[src/design/rfa_pkg.sv]
// ----------------------------------------------------------------------------
// rfa_pkg: shared types and constants for the rational fraction ALU
// Word layouts, operation codes, sequencer states and operand helpers.
// ----------------------------------------------------------------------------
package rfa_pkg;

	// Field widths
	localparam int OPERAND_WIDTH = 16;
	localparam int NUM_W = OPERAND_WIDTH;       // numerator, two's complement
	localparam int DEN_W = OPERAND_WIDTH - 1;   // denominator, unsigned
	localparam int RES_W = 32;                  // result fields
	localparam int MUL_W = NUM_W + 1;           // signed multiplier operand

	// Operation codes
	typedef enum logic [1:0] {
		OP_MUL = 2'd0,
		OP_DIV = 2'd1,
		OP_ADD = 2'd2,
		OP_SUB = 2'd3
	} op_t;

	// Input word
	typedef struct packed {
		op_t                     req_type;
		logic signed [NUM_W-1:0] a_num;
		logic        [DEN_W-1:0] a_den;
		logic signed [NUM_W-1:0] b_num;
		logic        [DEN_W-1:0] b_den;
	} req_t;

	// Result word
	typedef struct packed {
		logic signed [RES_W-1:0] res_num;
		logic signed [RES_W-1:0] res_den;
		logic                    error;
	} rsp_t;

	// Divider status back to the sequencer
	typedef struct packed {
		logic             done;
		logic [DEN_W-1:0] quot;
		logic [DEN_W-1:0] rem;
	} div_res_t;

	// Sequencer states
	typedef enum logic [3:0] {
		ST_IDLE,
		ST_CHECK,
		ST_P1,
		ST_P2,
		ST_P3,
		ST_GCD_STEP,
		ST_GCD_RUN,
		ST_QA_STEP,
		ST_QA_RUN,
		ST_QB_STEP,
		ST_QB_RUN,
		ST_LCM,
		ST_TA,
		ST_TB,
		ST_SUM
	} st_t;

	// Sign-extend a numerator to a multiplier operand
	function automatic logic signed [MUL_W-1:0] sext_num(input logic signed [NUM_W-1:0] v);
		sext_num = {v[NUM_W-1], v};
	endfunction

	// Zero-extend a denominator or quotient to a multiplier operand
	function automatic logic signed [MUL_W-1:0] zext_den(input logic [DEN_W-1:0] v);
		zext_den = {2'b00, v};
	endfunction

endpackage

[src/design/rfa_divider.sv]
// ----------------------------------------------------------------------------
// rfa_divider: iterative unsigned divider
// Restoring division, one quotient bit per cycle; operands taken at start.
// ----------------------------------------------------------------------------
module rfa_divider (
	input  logic                      clk,
	input  logic                      arst_n,
	input  logic                      start,
	input  logic [rfa_pkg::DEN_W-1:0] dividend,
	input  logic [rfa_pkg::DEN_W-1:0] divisor,
	output rfa_pkg::div_res_t         res
);
	localparam int DW    = rfa_pkg::DEN_W;
	localparam int CNT_W = $clog2(DW + 1);

	logic [DW-1:0]    rem_q;
	logic [DW-1:0]    quo_q;
	logic [DW-1:0]    dvs_q;
	logic [CNT_W-1:0] cnt_q;
	logic             run_q;
	logic             done_q;

	logic [DW:0]   shifted;
	logic          fits;
	logic [DW:0]   diff;
	logic [DW-1:0] rem_next;

	// One trial subtraction per cycle
	always_comb begin
		shifted  = {rem_q, quo_q[DW-1]};
		fits     = shifted >= {1'b0, dvs_q};
		diff     = shifted - {1'b0, dvs_q};
		rem_next = fits ? diff[DW-1:0] : shifted[DW-1:0];
	end

	// Iteration control
	always_ff @(posedge clk or negedge arst_n) begin
		if (!arst_n) begin
			run_q  <= 1'b0;
			done_q <= 1'b0;
			cnt_q  <= '0;
		end else begin
			done_q <= 1'b0;
			if (start) begin
				run_q <= 1'b1;
				cnt_q <= CNT_W'(DW);
			end else if (run_q) begin
				cnt_q <= cnt_q - 1'b1;
				if (cnt_q == CNT_W'(1)) begin
					run_q  <= 1'b0;
					done_q <= 1'b1;
				end
			end
		end
	end

	// Partial remainder and quotient shift register
	always_ff @(posedge clk) begin
		if (start) begin
			rem_q <= '0;
			quo_q <= dividend;
			dvs_q <= divisor;
		end else if (run_q) begin
			rem_q <= rem_next;
			quo_q <= {quo_q[DW-2:0], fits};
		end
	end

	assign res.done = done_q;
	assign res.quot = quo_q;
	assign res.rem  = rem_q;

endmodule

[src/design/rfa_mult.sv]
// ----------------------------------------------------------------------------
// rfa_mult: shared signed multiplier
// Signed product of two operands, registered, low result bits kept.
// ----------------------------------------------------------------------------
module rfa_mult (
	input  logic                             clk,
	input  logic signed [rfa_pkg::MUL_W-1:0] op_a,
	input  logic signed [rfa_pkg::MUL_W-1:0] op_b,
	output logic signed [rfa_pkg::RES_W-1:0] prod
);
	logic signed [2*rfa_pkg::MUL_W-1:0] full;
	logic signed [rfa_pkg::RES_W-1:0]   prod_q;

	// Full-width product, wrapped to the result width
	assign full = op_a * op_b;

	always_ff @(posedge clk) begin
		prod_q <= full[rfa_pkg::RES_W-1:0];
	end

	assign prod = prod_q;

endmodule

[src/design/rational_fraction_alu_core.sv]
// ----------------------------------------------------------------------------
// rational_fraction_alu_core: fraction multiply, divide, add and subtract
// Multiply/divide: check, two products (P1, P2) and the result in P3; a zero
// denominator or a zero divisor ends in the check with an error word.
// Add/subtract: Euclid steps on the divider, two quotient passes, then the
// LCM, the two scaled numerators and the sum.
// One word at a time: busy stays high until the sequencer returns to idle.
// Reset clears the sequencer and the done strobe; the receiver cannot stall.
// ----------------------------------------------------------------------------
module rational_fraction_alu_core (
	input  logic              clk,
	input  logic              arst_n,
	input  logic              start,
	output logic              busy,
	input  rfa_pkg::req_t     cmd,
	output logic              done,
	output rfa_pkg::rsp_t     result
);
	rfa_pkg::st_t      state_q, state_d;
	rfa_pkg::req_t     req_q;
	rfa_pkg::rsp_t     res_q;
	logic              done_q;

	logic [rfa_pkg::DEN_W-1:0] x_q, y_q;
	logic [rfa_pkg::DEN_W-1:0] qa_q, qb_q;
	logic signed [rfa_pkg::RES_W-1:0] num_q, den_q;

	logic                             div_start;
	rfa_pkg::div_res_t                div_res;
	logic signed [rfa_pkg::MUL_W-1:0] mul_a, mul_b;
	logic signed [rfa_pkg::RES_W-1:0] prod;
	logic                             bad_in;
	logic                             is_mul;

	// Shared units
	rfa_divider u_div (
		.clk      (clk),
		.arst_n   (arst_n),
		.start    (div_start),
		.dividend (x_q),
		.divisor  (y_q),
		.res      (div_res)
	);

	rfa_mult u_mul (
		.clk  (clk),
		.op_a (mul_a),
		.op_b (mul_b),
		.prod (prod)
	);

	// Operand checks on the latched word
	assign bad_in = (req_q.a_den == '0) || (req_q.b_den == '0) ||
		((req_q.req_type == rfa_pkg::OP_DIV) && (req_q.b_num == '0));
	assign is_mul = (req_q.req_type == rfa_pkg::OP_MUL);

	// Sequencer state register
	always_ff @(posedge clk or negedge arst_n) begin
		if (!arst_n) begin
			state_q <= rfa_pkg::ST_IDLE;
		end else begin
			state_q <= state_d;
		end
	end

	// Next state, divider start and multiplier operands
	always_comb begin
		state_d   = state_q;
		div_start = 1'b0;
		mul_a     = '0;
		mul_b     = '0;
		case (state_q)
			rfa_pkg::ST_IDLE: begin
				if (start) state_d = rfa_pkg::ST_CHECK;
			end
			rfa_pkg::ST_CHECK: begin
				if (bad_in) state_d = rfa_pkg::ST_IDLE;
				else if (req_q.req_type == rfa_pkg::OP_MUL ||
					req_q.req_type == rfa_pkg::OP_DIV) state_d = rfa_pkg::ST_P1;
				else state_d = rfa_pkg::ST_GCD_STEP;
			end
			rfa_pkg::ST_P1: begin
				mul_a   = rfa_pkg::sext_num(req_q.a_num);
				mul_b   = is_mul ? rfa_pkg::sext_num(req_q.b_num)
					: rfa_pkg::zext_den(req_q.b_den);
				state_d = rfa_pkg::ST_P2;
			end
			rfa_pkg::ST_P2: begin
				mul_a   = rfa_pkg::zext_den(req_q.a_den);
				mul_b   = is_mul ? rfa_pkg::zext_den(req_q.b_den)
					: rfa_pkg::sext_num(req_q.b_num);
				state_d = rfa_pkg::ST_P3;
			end
			rfa_pkg::ST_P3: begin
				state_d = rfa_pkg::ST_IDLE;
			end
			rfa_pkg::ST_GCD_STEP: begin
				div_start = 1'b1;
				state_d   = rfa_pkg::ST_GCD_RUN;
			end
			rfa_pkg::ST_GCD_RUN: begin
				if (div_res.done) begin
					state_d = (div_res.rem == '0) ? rfa_pkg::ST_QA_STEP
						: rfa_pkg::ST_GCD_STEP;
				end
			end
			rfa_pkg::ST_QA_STEP: begin
				div_start = 1'b1;
				state_d   = rfa_pkg::ST_QA_RUN;
			end
			rfa_pkg::ST_QA_RUN: begin
				if (div_res.done) state_d = rfa_pkg::ST_QB_STEP;
			end
			rfa_pkg::ST_QB_STEP: begin
				div_start = 1'b1;
				state_d   = rfa_pkg::ST_QB_RUN;
			end
			rfa_pkg::ST_QB_RUN: begin
				if (div_res.done) state_d = rfa_pkg::ST_LCM;
			end
			rfa_pkg::ST_LCM: begin
				mul_a   = rfa_pkg::zext_den(req_q.a_den);
				mul_b   = rfa_pkg::zext_den(qa_q);
				state_d = rfa_pkg::ST_TA;
			end
			rfa_pkg::ST_TA: begin
				mul_a   = rfa_pkg::sext_num(req_q.a_num);
				mul_b   = rfa_pkg::zext_den(qa_q);
				state_d = rfa_pkg::ST_TB;
			end
			rfa_pkg::ST_TB: begin
				mul_a   = rfa_pkg::sext_num(req_q.b_num);
				mul_b   = rfa_pkg::zext_den(qb_q);
				state_d = rfa_pkg::ST_SUM;
			end
			rfa_pkg::ST_SUM: begin
				state_d = rfa_pkg::ST_IDLE;
			end
			default: begin
				state_d = rfa_pkg::ST_IDLE;
			end
		endcase
	end

	// Done strobe
	always_ff @(posedge clk or negedge arst_n) begin
		if (!arst_n) begin
			done_q <= 1'b0;
		end else begin
			done_q <= (state_q == rfa_pkg::ST_CHECK && bad_in) ||
				state_q == rfa_pkg::ST_P3 || state_q == rfa_pkg::ST_SUM;
		end
	end

	// Datapath registers
	always_ff @(posedge clk) begin
		case (state_q)
			rfa_pkg::ST_IDLE: begin
				if (start) req_q <= cmd;
			end
			rfa_pkg::ST_CHECK: begin
				x_q <= req_q.a_den;
				y_q <= req_q.b_den;
				if (bad_in) begin
					res_q.res_num <= '0;
					res_q.res_den <= '0;
					res_q.error   <= 1'b1;
				end
			end
			rfa_pkg::ST_P2: begin
				num_q <= prod;
			end
			rfa_pkg::ST_P3: begin
				res_q.res_num <= num_q;
				res_q.res_den <= prod;
				res_q.error   <= 1'b0;
			end
			// Euclid step: (x, y) <- (y, x mod y); gcd stays in y
			rfa_pkg::ST_GCD_RUN: begin
				if (div_res.done) begin
					if (div_res.rem == '0) begin
						x_q <= req_q.b_den;
					end else begin
						x_q <= y_q;
						y_q <= div_res.rem;
					end
				end
			end
			rfa_pkg::ST_QA_RUN: begin
				if (div_res.done) begin
					qa_q <= div_res.quot;
					x_q  <= req_q.a_den;
				end
			end
			rfa_pkg::ST_QB_RUN: begin
				if (div_res.done) qb_q <= div_res.quot;
			end
			rfa_pkg::ST_TA: begin
				den_q <= prod;
			end
			rfa_pkg::ST_TB: begin
				num_q <= prod;
			end
			rfa_pkg::ST_SUM: begin
				res_q.res_num <= (req_q.req_type == rfa_pkg::OP_ADD) ? num_q + prod
					: num_q - prod;
				res_q.res_den <= den_q;
				res_q.error   <= 1'b0;
			end
			default: begin
			end
		endcase
	end

	assign busy   = (state_q != rfa_pkg::ST_IDLE);
	assign done   = done_q;
	assign result = res_q;

	// Checks
	a_done_single: assert property (@(posedge clk) disable iff (!arst_n)
		done_q |=> !done_q)
		else $error("done strobe longer than one cycle");

	a_err_zero: assert property (@(posedge clk) disable iff (!arst_n)
		(done_q && res_q.error) |-> (res_q.res_num == '0 && res_q.res_den == '0))
		else $error("error word carries nonzero result");

	a_div_owner: assert property (@(posedge clk) disable iff (!arst_n)
		div_res.done |-> (state_q == rfa_pkg::ST_GCD_RUN ||
			state_q == rfa_pkg::ST_QA_RUN || state_q == rfa_pkg::ST_QB_RUN))
		else $error("divider finished outside a wait state");

	a_divisor_nz: assert property (@(posedge clk) disable iff (!arst_n)
		div_start |-> (y_q != '0))
		else $error("divider started with zero divisor");

	a_accept_busy: assert property (@(posedge clk) disable iff (!arst_n)
		(start && !busy) |=> busy)
		else $error("accepted word did not raise busy");

endmodule
[config.mk]
export PLATFORM = sky130hd
export DESIGN_NAME = rational_fraction_alu_core
export DESIGN_NICKNAME = d
export VERILOG_FILES = /design/src/design/rfa_pkg.sv /design/src/design/rfa_divider.sv /design/src/design/rfa_mult.sv /design/src/design/rational_fraction_alu_core.sv
export SDC_FILE = /design/constraint.sdc
export NUM_CORES = 1
export LEC_CHECK = 0
export ABC_AREA = 1
export BUFFER_PORTS_ARGS = -buffer_cell sky130_fd_sc_hd__buf_2
export CAP_MARGIN = 20
export CORE_UTILIZATION = 55
export DETAILED_ROUTE_END_ITERATION = 10
export PLACE_DENSITY = 0.87
export RECOVER_POWER = 50
export SETUP_SLACK_MARGIN = 0.4
export SYNTH_ARGS = -nofsm -noshare
export SYNTH_HDL_FRONTEND = slang
export SYNTH_SLANG_ARGS = --single-unit
[constraint.sdc]
create_clock -name clk -period 6.35 [get_ports clk]
set_clock_uncertainty 0.05 [all_clocks]
set_input_delay 0.9525 -clock clk [delete_from_list [all_inputs] [get_ports clk]]
set_output_delay 0.9525 -clock clk [all_outputs]
set_load 0.02 [all_outputs]
* Word level (Yosys, flattened, before mapping)
Index checks and enable logic that the tools add are counted.
** Word-level totals
- Input bits :: 67
- Output and inout port bits :: 67
- Register bits after elaboration :: 341
- Logic and storage cells :: 116
** Operators by class
- Add/subtract/negate cells :: 4
- Reduce and logical (&&, ||, !) cells :: 30
- Multiply operators :: 1
- Eq/ne operators :: 23
- Multiplexer cells :: 34
- Magnitude comparators :: 1
** Operators by type and width (number)
- $pmux W65 S3 :: 1
- $mux W15 :: 8
- $pmux W17 S4 :: 1
- $mux W65 :: 1
- $pmux W4 S13 :: 1
- $pmux W17 S3 :: 1
- $logic_not A15 Y1 :: 3
- $pmux W15 S3 :: 1
- $mux W17 :: 2
- $add A32 B32 Y32 :: 1
- $mul A17 B17 Y32 :: 1
- $mux W32 :: 1
- $sub A32 B32 Y32 :: 1
- $pmux W15 S2 :: 1
- $eq A4 B4 Y1 const B :: 7
- $mux W4 :: 6
- $eq A4 B3 Y1 const B :: 4
- $ge A16 B15 Y1 :: 1
- $logic_not A16 Y1 :: 1
- $sub A15 B15 Y15 :: 1
- $eq A4 B1 Y1 const B :: 2
- $eq A4 B2 Y1 const B :: 2
- $reduce_and A2 Y1 :: 4
- $reduce_or A2 Y1 :: 4
- 18 further kinds :: 37

* Depth between registers and ports, before layout
- Depth after elaboration :: 6
- Depth in mapped cells :: 35
- Depth with buffers taken out :: 33

* By module
From an unflattened synthesis, not the netlist that was laid out.
** Second synthesis, totals
- Cell total of the unflattened synthesis :: 3420
- Area total of the unflattened synthesis :: 28668.7 um^2
** By module, submodules not included
- rational_fraction_alu_core :: times used 1, seq. area each 7722.4 um^2, area an instance 13508.0 um^2, cells an instance 1456
- rfa_mult :: times used 1, seq. area each 640.6 um^2, area an instance 12024.0 um^2, cells an instance 1546
- rfa_divider :: times used 1, seq. area each 1351.3 um^2, area an instance 3136.8 um^2, cells an instance 418

* Worst setup path after synthesis
No wires, ideal clock.
- Kind :: register to register
- Start :: register req_q[63] (netlist name)
- End :: register u_mul.prod_q, in the netlist u_mul.prod[23]
- Data required time :: 6188 ps
- Path buffers :: 2
- Stages on the path, launching flop included :: 28
- Clock period less this slack :: 6138 ps
- Library setup time :: 112 ps
- Arrival :: 5976 ps
- Slack :: 212 ps
- Cells stage by stage :: edfxtp_1 -> nor2_2 -> buf_2 -> a21oi_1 -> o21ai_0 -> nand2_1 -> a221oi_4 -> buf_4 -> nor2_1 -> fa_1 -> inv_1 -> fa_1 -> fa_1 -> inv_1 -> fa_1 -> fa_1 -> inv_1 -> fa_1 -> inv_1 -> ha_1 -> nand2_1 -> nor2_1 -> nand3_1 -> nand3_1 -> a21oi_1 -> or2_2 -> nand3_1 -> nand2_1
** Between the ends
- Longest elaborated chain between the ends :: 4
- Elaborated cells between the ends (all ways) :: 5
- Those cells by class :: mul: 1; mux: 3; reduce/logical: 1
** RTL lines
- from (decl) :: RTL line rational_fraction_alu_core.sv:20 : rfa_pkg::req_t req_q;
- from (signal assigned) :: RTL line rational_fraction_alu_core.sv:159 : if (start) req_q <= cmd;
- $logic_not A2 Y1 * :: RTL line rational_fraction_alu_core.sv:55 : assign is_mul = (req_q.req_type == rfa_pkg::OP_MUL);
- $mux W17, on equally long branches :: RTL line rational_fraction_alu_core.sv:90, rational_fraction_alu_core.sv:84
- $pmux W17 S4 * :: RTL line rational_fraction_alu_core.sv:72 : case (state_q)
- $mul A17 B17 Y32 * :: RTL line rfa_mult.sv:15 : assign full = op_a * op_b;
- net u_mul.full, one bit :: RTL line rfa_mult.sv:11 : logic signed [2*rfa_pkg::MUL_W-1:0] full;
- to (signal assigned) :: RTL line rfa_mult.sv:18 : prod_q <= full[rfa_pkg::RES_W-1:0];
- to (decl) :: RTL line rfa_mult.sv:12 : logic signed [rfa_pkg::RES_W-1:0] prod_q;
Mark *: on every way through the listed nets, which the timed path passes. The rest lies on a longest branch.
A chain may end at the register's enable or synchronous reset.

* Worst setup path after layout
- Start :: register state_q[2]
- End :: register u_mul.prod_q, in the netlist u_mul.prod[21]
** Between the ends
- Longest elaborated chain between the ends :: 4
- Elaborated cells between the ends (all ways) :: 11
- Those cells by class :: mul: 1; eq/ne: 5; mux: 2; reduce/logical: 3
** RTL lines
- from (decl) :: RTL line rational_fraction_alu_core.sv:19 : rfa_pkg::st_t state_q, state_d;
- from (signal assigned) :: RTL line rational_fraction_alu_core.sv:60 : state_q <= rfa_pkg::ST_IDLE;
- from (signal assigned) :: RTL line rational_fraction_alu_core.sv:62 : state_q <= state_d;
- $eq A4 B4 Y1 or $eq A4 B2 Y1 (tied branches) :: RTL line rational_fraction_alu_core.sv:72
- $reduce_or A2 Y1 (no line)
- $pmux W17 S4 or $pmux W17 S3 (tied branches) :: RTL line rational_fraction_alu_core.sv:72
- $mul A17 B17 Y32 * :: RTL line rfa_mult.sv:15
- net u_mul.full, one bit :: RTL line rfa_mult.sv:11
Marks and branches as above.

==> impl_results.md <==
- Drt pass-1 iters: 11
- Largest net degree at the start of global routing: 66
- Core area: about 48000 um2
- Worst EP required: ~6.8 ns
- CP Data Arrival Time: approximately 8.1 ns
- Final Cell Area: approximately 33000 um2
- Reg area: between 9000 and 10000 um2
- Mux contribution to synthesized area: 0
- Die Span X: 223 um
- Max H-tree Level: 2
- Grt ovf: 0
- Post-synth top area share: 0.315
- Seq/Total Area, Yosys: 0.360
- Avg WL per Cell: 24.6 um
- Ports: 134
- First-pass GRT wire length: ~130 mm
- Net Count, Synth: about 3400
- Kind of critical path: flop to flop
- Hold Buf Count CTS: 0
- Post-route worst setup slack: -1.34 ns
- HP Class: flop to flop
- Critical path's largest stage delay: between 0.7 and 0.8 ns
- Total power draw: around 16000 uW
- Worst Setup End Kind: flop
- Row Count: 80
- Synth cell types: 54
- Via density: 6.27
- Main synth FF type: edfxtp_1
- Nets: ~3800
- ANT nets after route: 0
- Cells after synthesis: roughly 3000
- MaxCap Viol Count: 0
- Port bufs: about 130
- Hold Vio Cnt, Final: 0
- CP Launch Point: state_q[2]
- Max Slew Vio Count: 0
- Post-Route WL: roughly 100 mm
- Crit-path slowest cell: fa_1
- Die boundary height: 223 um
- RSZ-0062 raised after global routing: true
- Worst Max-Slew Pin Slew: around 1.1 ns
- Worst-path clk slew: roughly 0.07 ns
- Hold WS: roughly 0.39 ns
- Synth top area cells: edfxtp_1, fa_1, nand2_1
- Fmax: 0.130 GHz
- CP max FO: 15
- Status: finished with violations
- Fillers: 3095
- Mapped cell area: between 20000 and 30000 um2
- Final TNS setup: -15.03 ns
- Slew margin rel.: 0.284
- Root Driver: clkbuf_16
- Top cell type by total area after synthesis: edfxtp_1
- Post-DP HPWL: ~57 mm
- Worst-Skew Late Latency: about 0.58 ns
- Simple-Gate Fraction of Synth Area: 0.168
- DRC errors left: 0
- Adder-Cell Fraction of Synth Area: 0.266
- Yosys Warn Count: 0
- Async set-or-reset flop fraction in the synthesized netlist: 0.0323
- Worst setup SP type: flop
- Max clock buf depth: 3
- Initial antenna violation count: 1
- Largest family of logic cells by synthesized area: adder cells
- Seq cells post-synth: 341
- Compound-gate portion of the synthesized area: 0.0919
- Via count: 24900
- Fraction of layout cells with a size suffix above 1: 0.237
- GPL Wtd Cong: between 1 and 1.5
- Leakage: 0.0152 uW
- Reg2Reg Launch Point: state_q[2]
- CTS tree: yes
- Area Growth Syn to Fin: 22.6%
- Multi-input gate area: roughly 16000 um2
- Final setup vio count: 20
- Xor-xnor portion of the synthesized cell area: 0.0221
- CTS buffer count: 37
- Iteration-0 DRC count of the detailed router: roughly 3500
- Hold_sp: y_q[7]
- Initial Utilization: 0.562
- Power Dens Cells: roughly 470 nW/um2
- Total clock sinks: between 300 and 400
- Tmin final: approximately 7.7 ns
- Tot GR Track Use: 0.330
- Synthesized area per cell: between 9 and 10 um2
- Final Cycle Share: 1.21
- Vias in the first global route: 23600
- Dpl cell area: just under 30000 um2
- Die area: 49900 um2
- List of most frequent post-synthesis cells: nand2_1, inv_1, nor2_1
- Maximum vdd drop: a little under 0.3 mV
- Top-count cell post-synth: nand2_1
- Post-synth EDFFs: 283
- Failing checks: setup timing
==> cells in the final DEF, fill, tap and decap left out, types with 29 or more instances in the layout <==
cell type	instances
nand2_1	524
inv_1	486
ha_1	102
buf_6	59
o21ai_0	136
xor2_1	53
buf_2	129
nand4_1	29
edfxtp_1	283
fa_1	251
buf_4	192
nand3_1	75
inv_2	66
nor2_1	287
dfxtp_1	47
a21oi_1	101
clkbuf_16	37
==> metal layers <==
metal / global-route usage / vias to the layer above / routed length, um
met3: 0.0747 / 836 / 14000
met5: 0 / - / 49
met2: 0.543 / 2370 / 42200
li1: - / 10200 / -
met4: 0.175 / 4 / 9630
met1: 0.408 / 11500 / 31500
==> sequential cells by signal (all words and copies together) (netlist names), 4 cells and up <==
name,count
u_div.dvs_q,15
y_q,15
u_div.rem_q,15
u_div.cnt_q,4
num_q,32
x_q,15
result,65
u_div.quo_q,15
u_mul.prod,32
den_q,32
qa_q,15
qb_q,15
state_q,4
req_q,64
==> layout make-up <==
type,instances,area share
multi-input combinational,1984,0.491
tap,615,0.0233
clock buffer,43,0.0290
sequential,341,0.294
timing repair buffer,396,0.0913
inverter,564,0.0656
antenna,1,0.0000756
clock inverter,22,0.00564
==> what timing repair did <==
item                       CTS  global route
resized for setup          250           198
setup endpoints to repair   20            23
cloned                       4             0
pin swaps                   97           115
setup buffers               78            38
==> critical path, delay by kind of cell (launching register included) <==
kind / cells / cell delay [ns]
AND/OR/NAND/NOR: 9 / 1.78
buffers and inverters: 10 / 1.15
adder cells (fa/ha/maj): 7 / 3.95
XOR/XNOR: 1 / 0.16
flip-flops: 1 / 0.49
==> worst paths after layout <==
| path | slack, ns | end | cells after the start |
|---|---|---|---|
| setup / recovery | -1.34 | u_mul.prod[21] | 27 |
| hold reg to reg | 0.39 | u_div.dvs_q[7] | 0 |
| min in group asynchronous | 0.48 | state_q[3] | 1 |
| setup reg to reg | -1.34 | u_mul.prod[21] | 27 |
| hold / removal | 0.39 | u_div.dvs_q[7] | 0 |
| max in group asynchronous | 5.08 | state_q[2] | 1 |
==> through the flow <==
stage,std cells,setup slack [ns],util
detailed placement,3780,-0.487,0.611
CTS,3927,0.0618,0.669
global route,3965,-1.27,0.688
finish,3966,-1.34,0.689
floorplan,2954,0.358,-
global placement,3780,-0.485,0.611
==> power by group <==
part	internal [uW]	switching [uW]	leakage (uW)
Sequential	3210	454	0.00316
Combinational	3580	6350	0.0114
Clock	1180	933	0.000569
==> logic make-up (layout without fill, tap and decap cells) <==
kind of cell	count (synthesis)	after routing
AOI/OAI and AO/OA	420	420
xor gates and xnor gates	68	68
adders and majority gates	408	408
buffers and inverters	631	1025
DFF	341	341
other	0	1
and+or+nand+nor	1086	1088
Power figures use the tool's default switching activity.
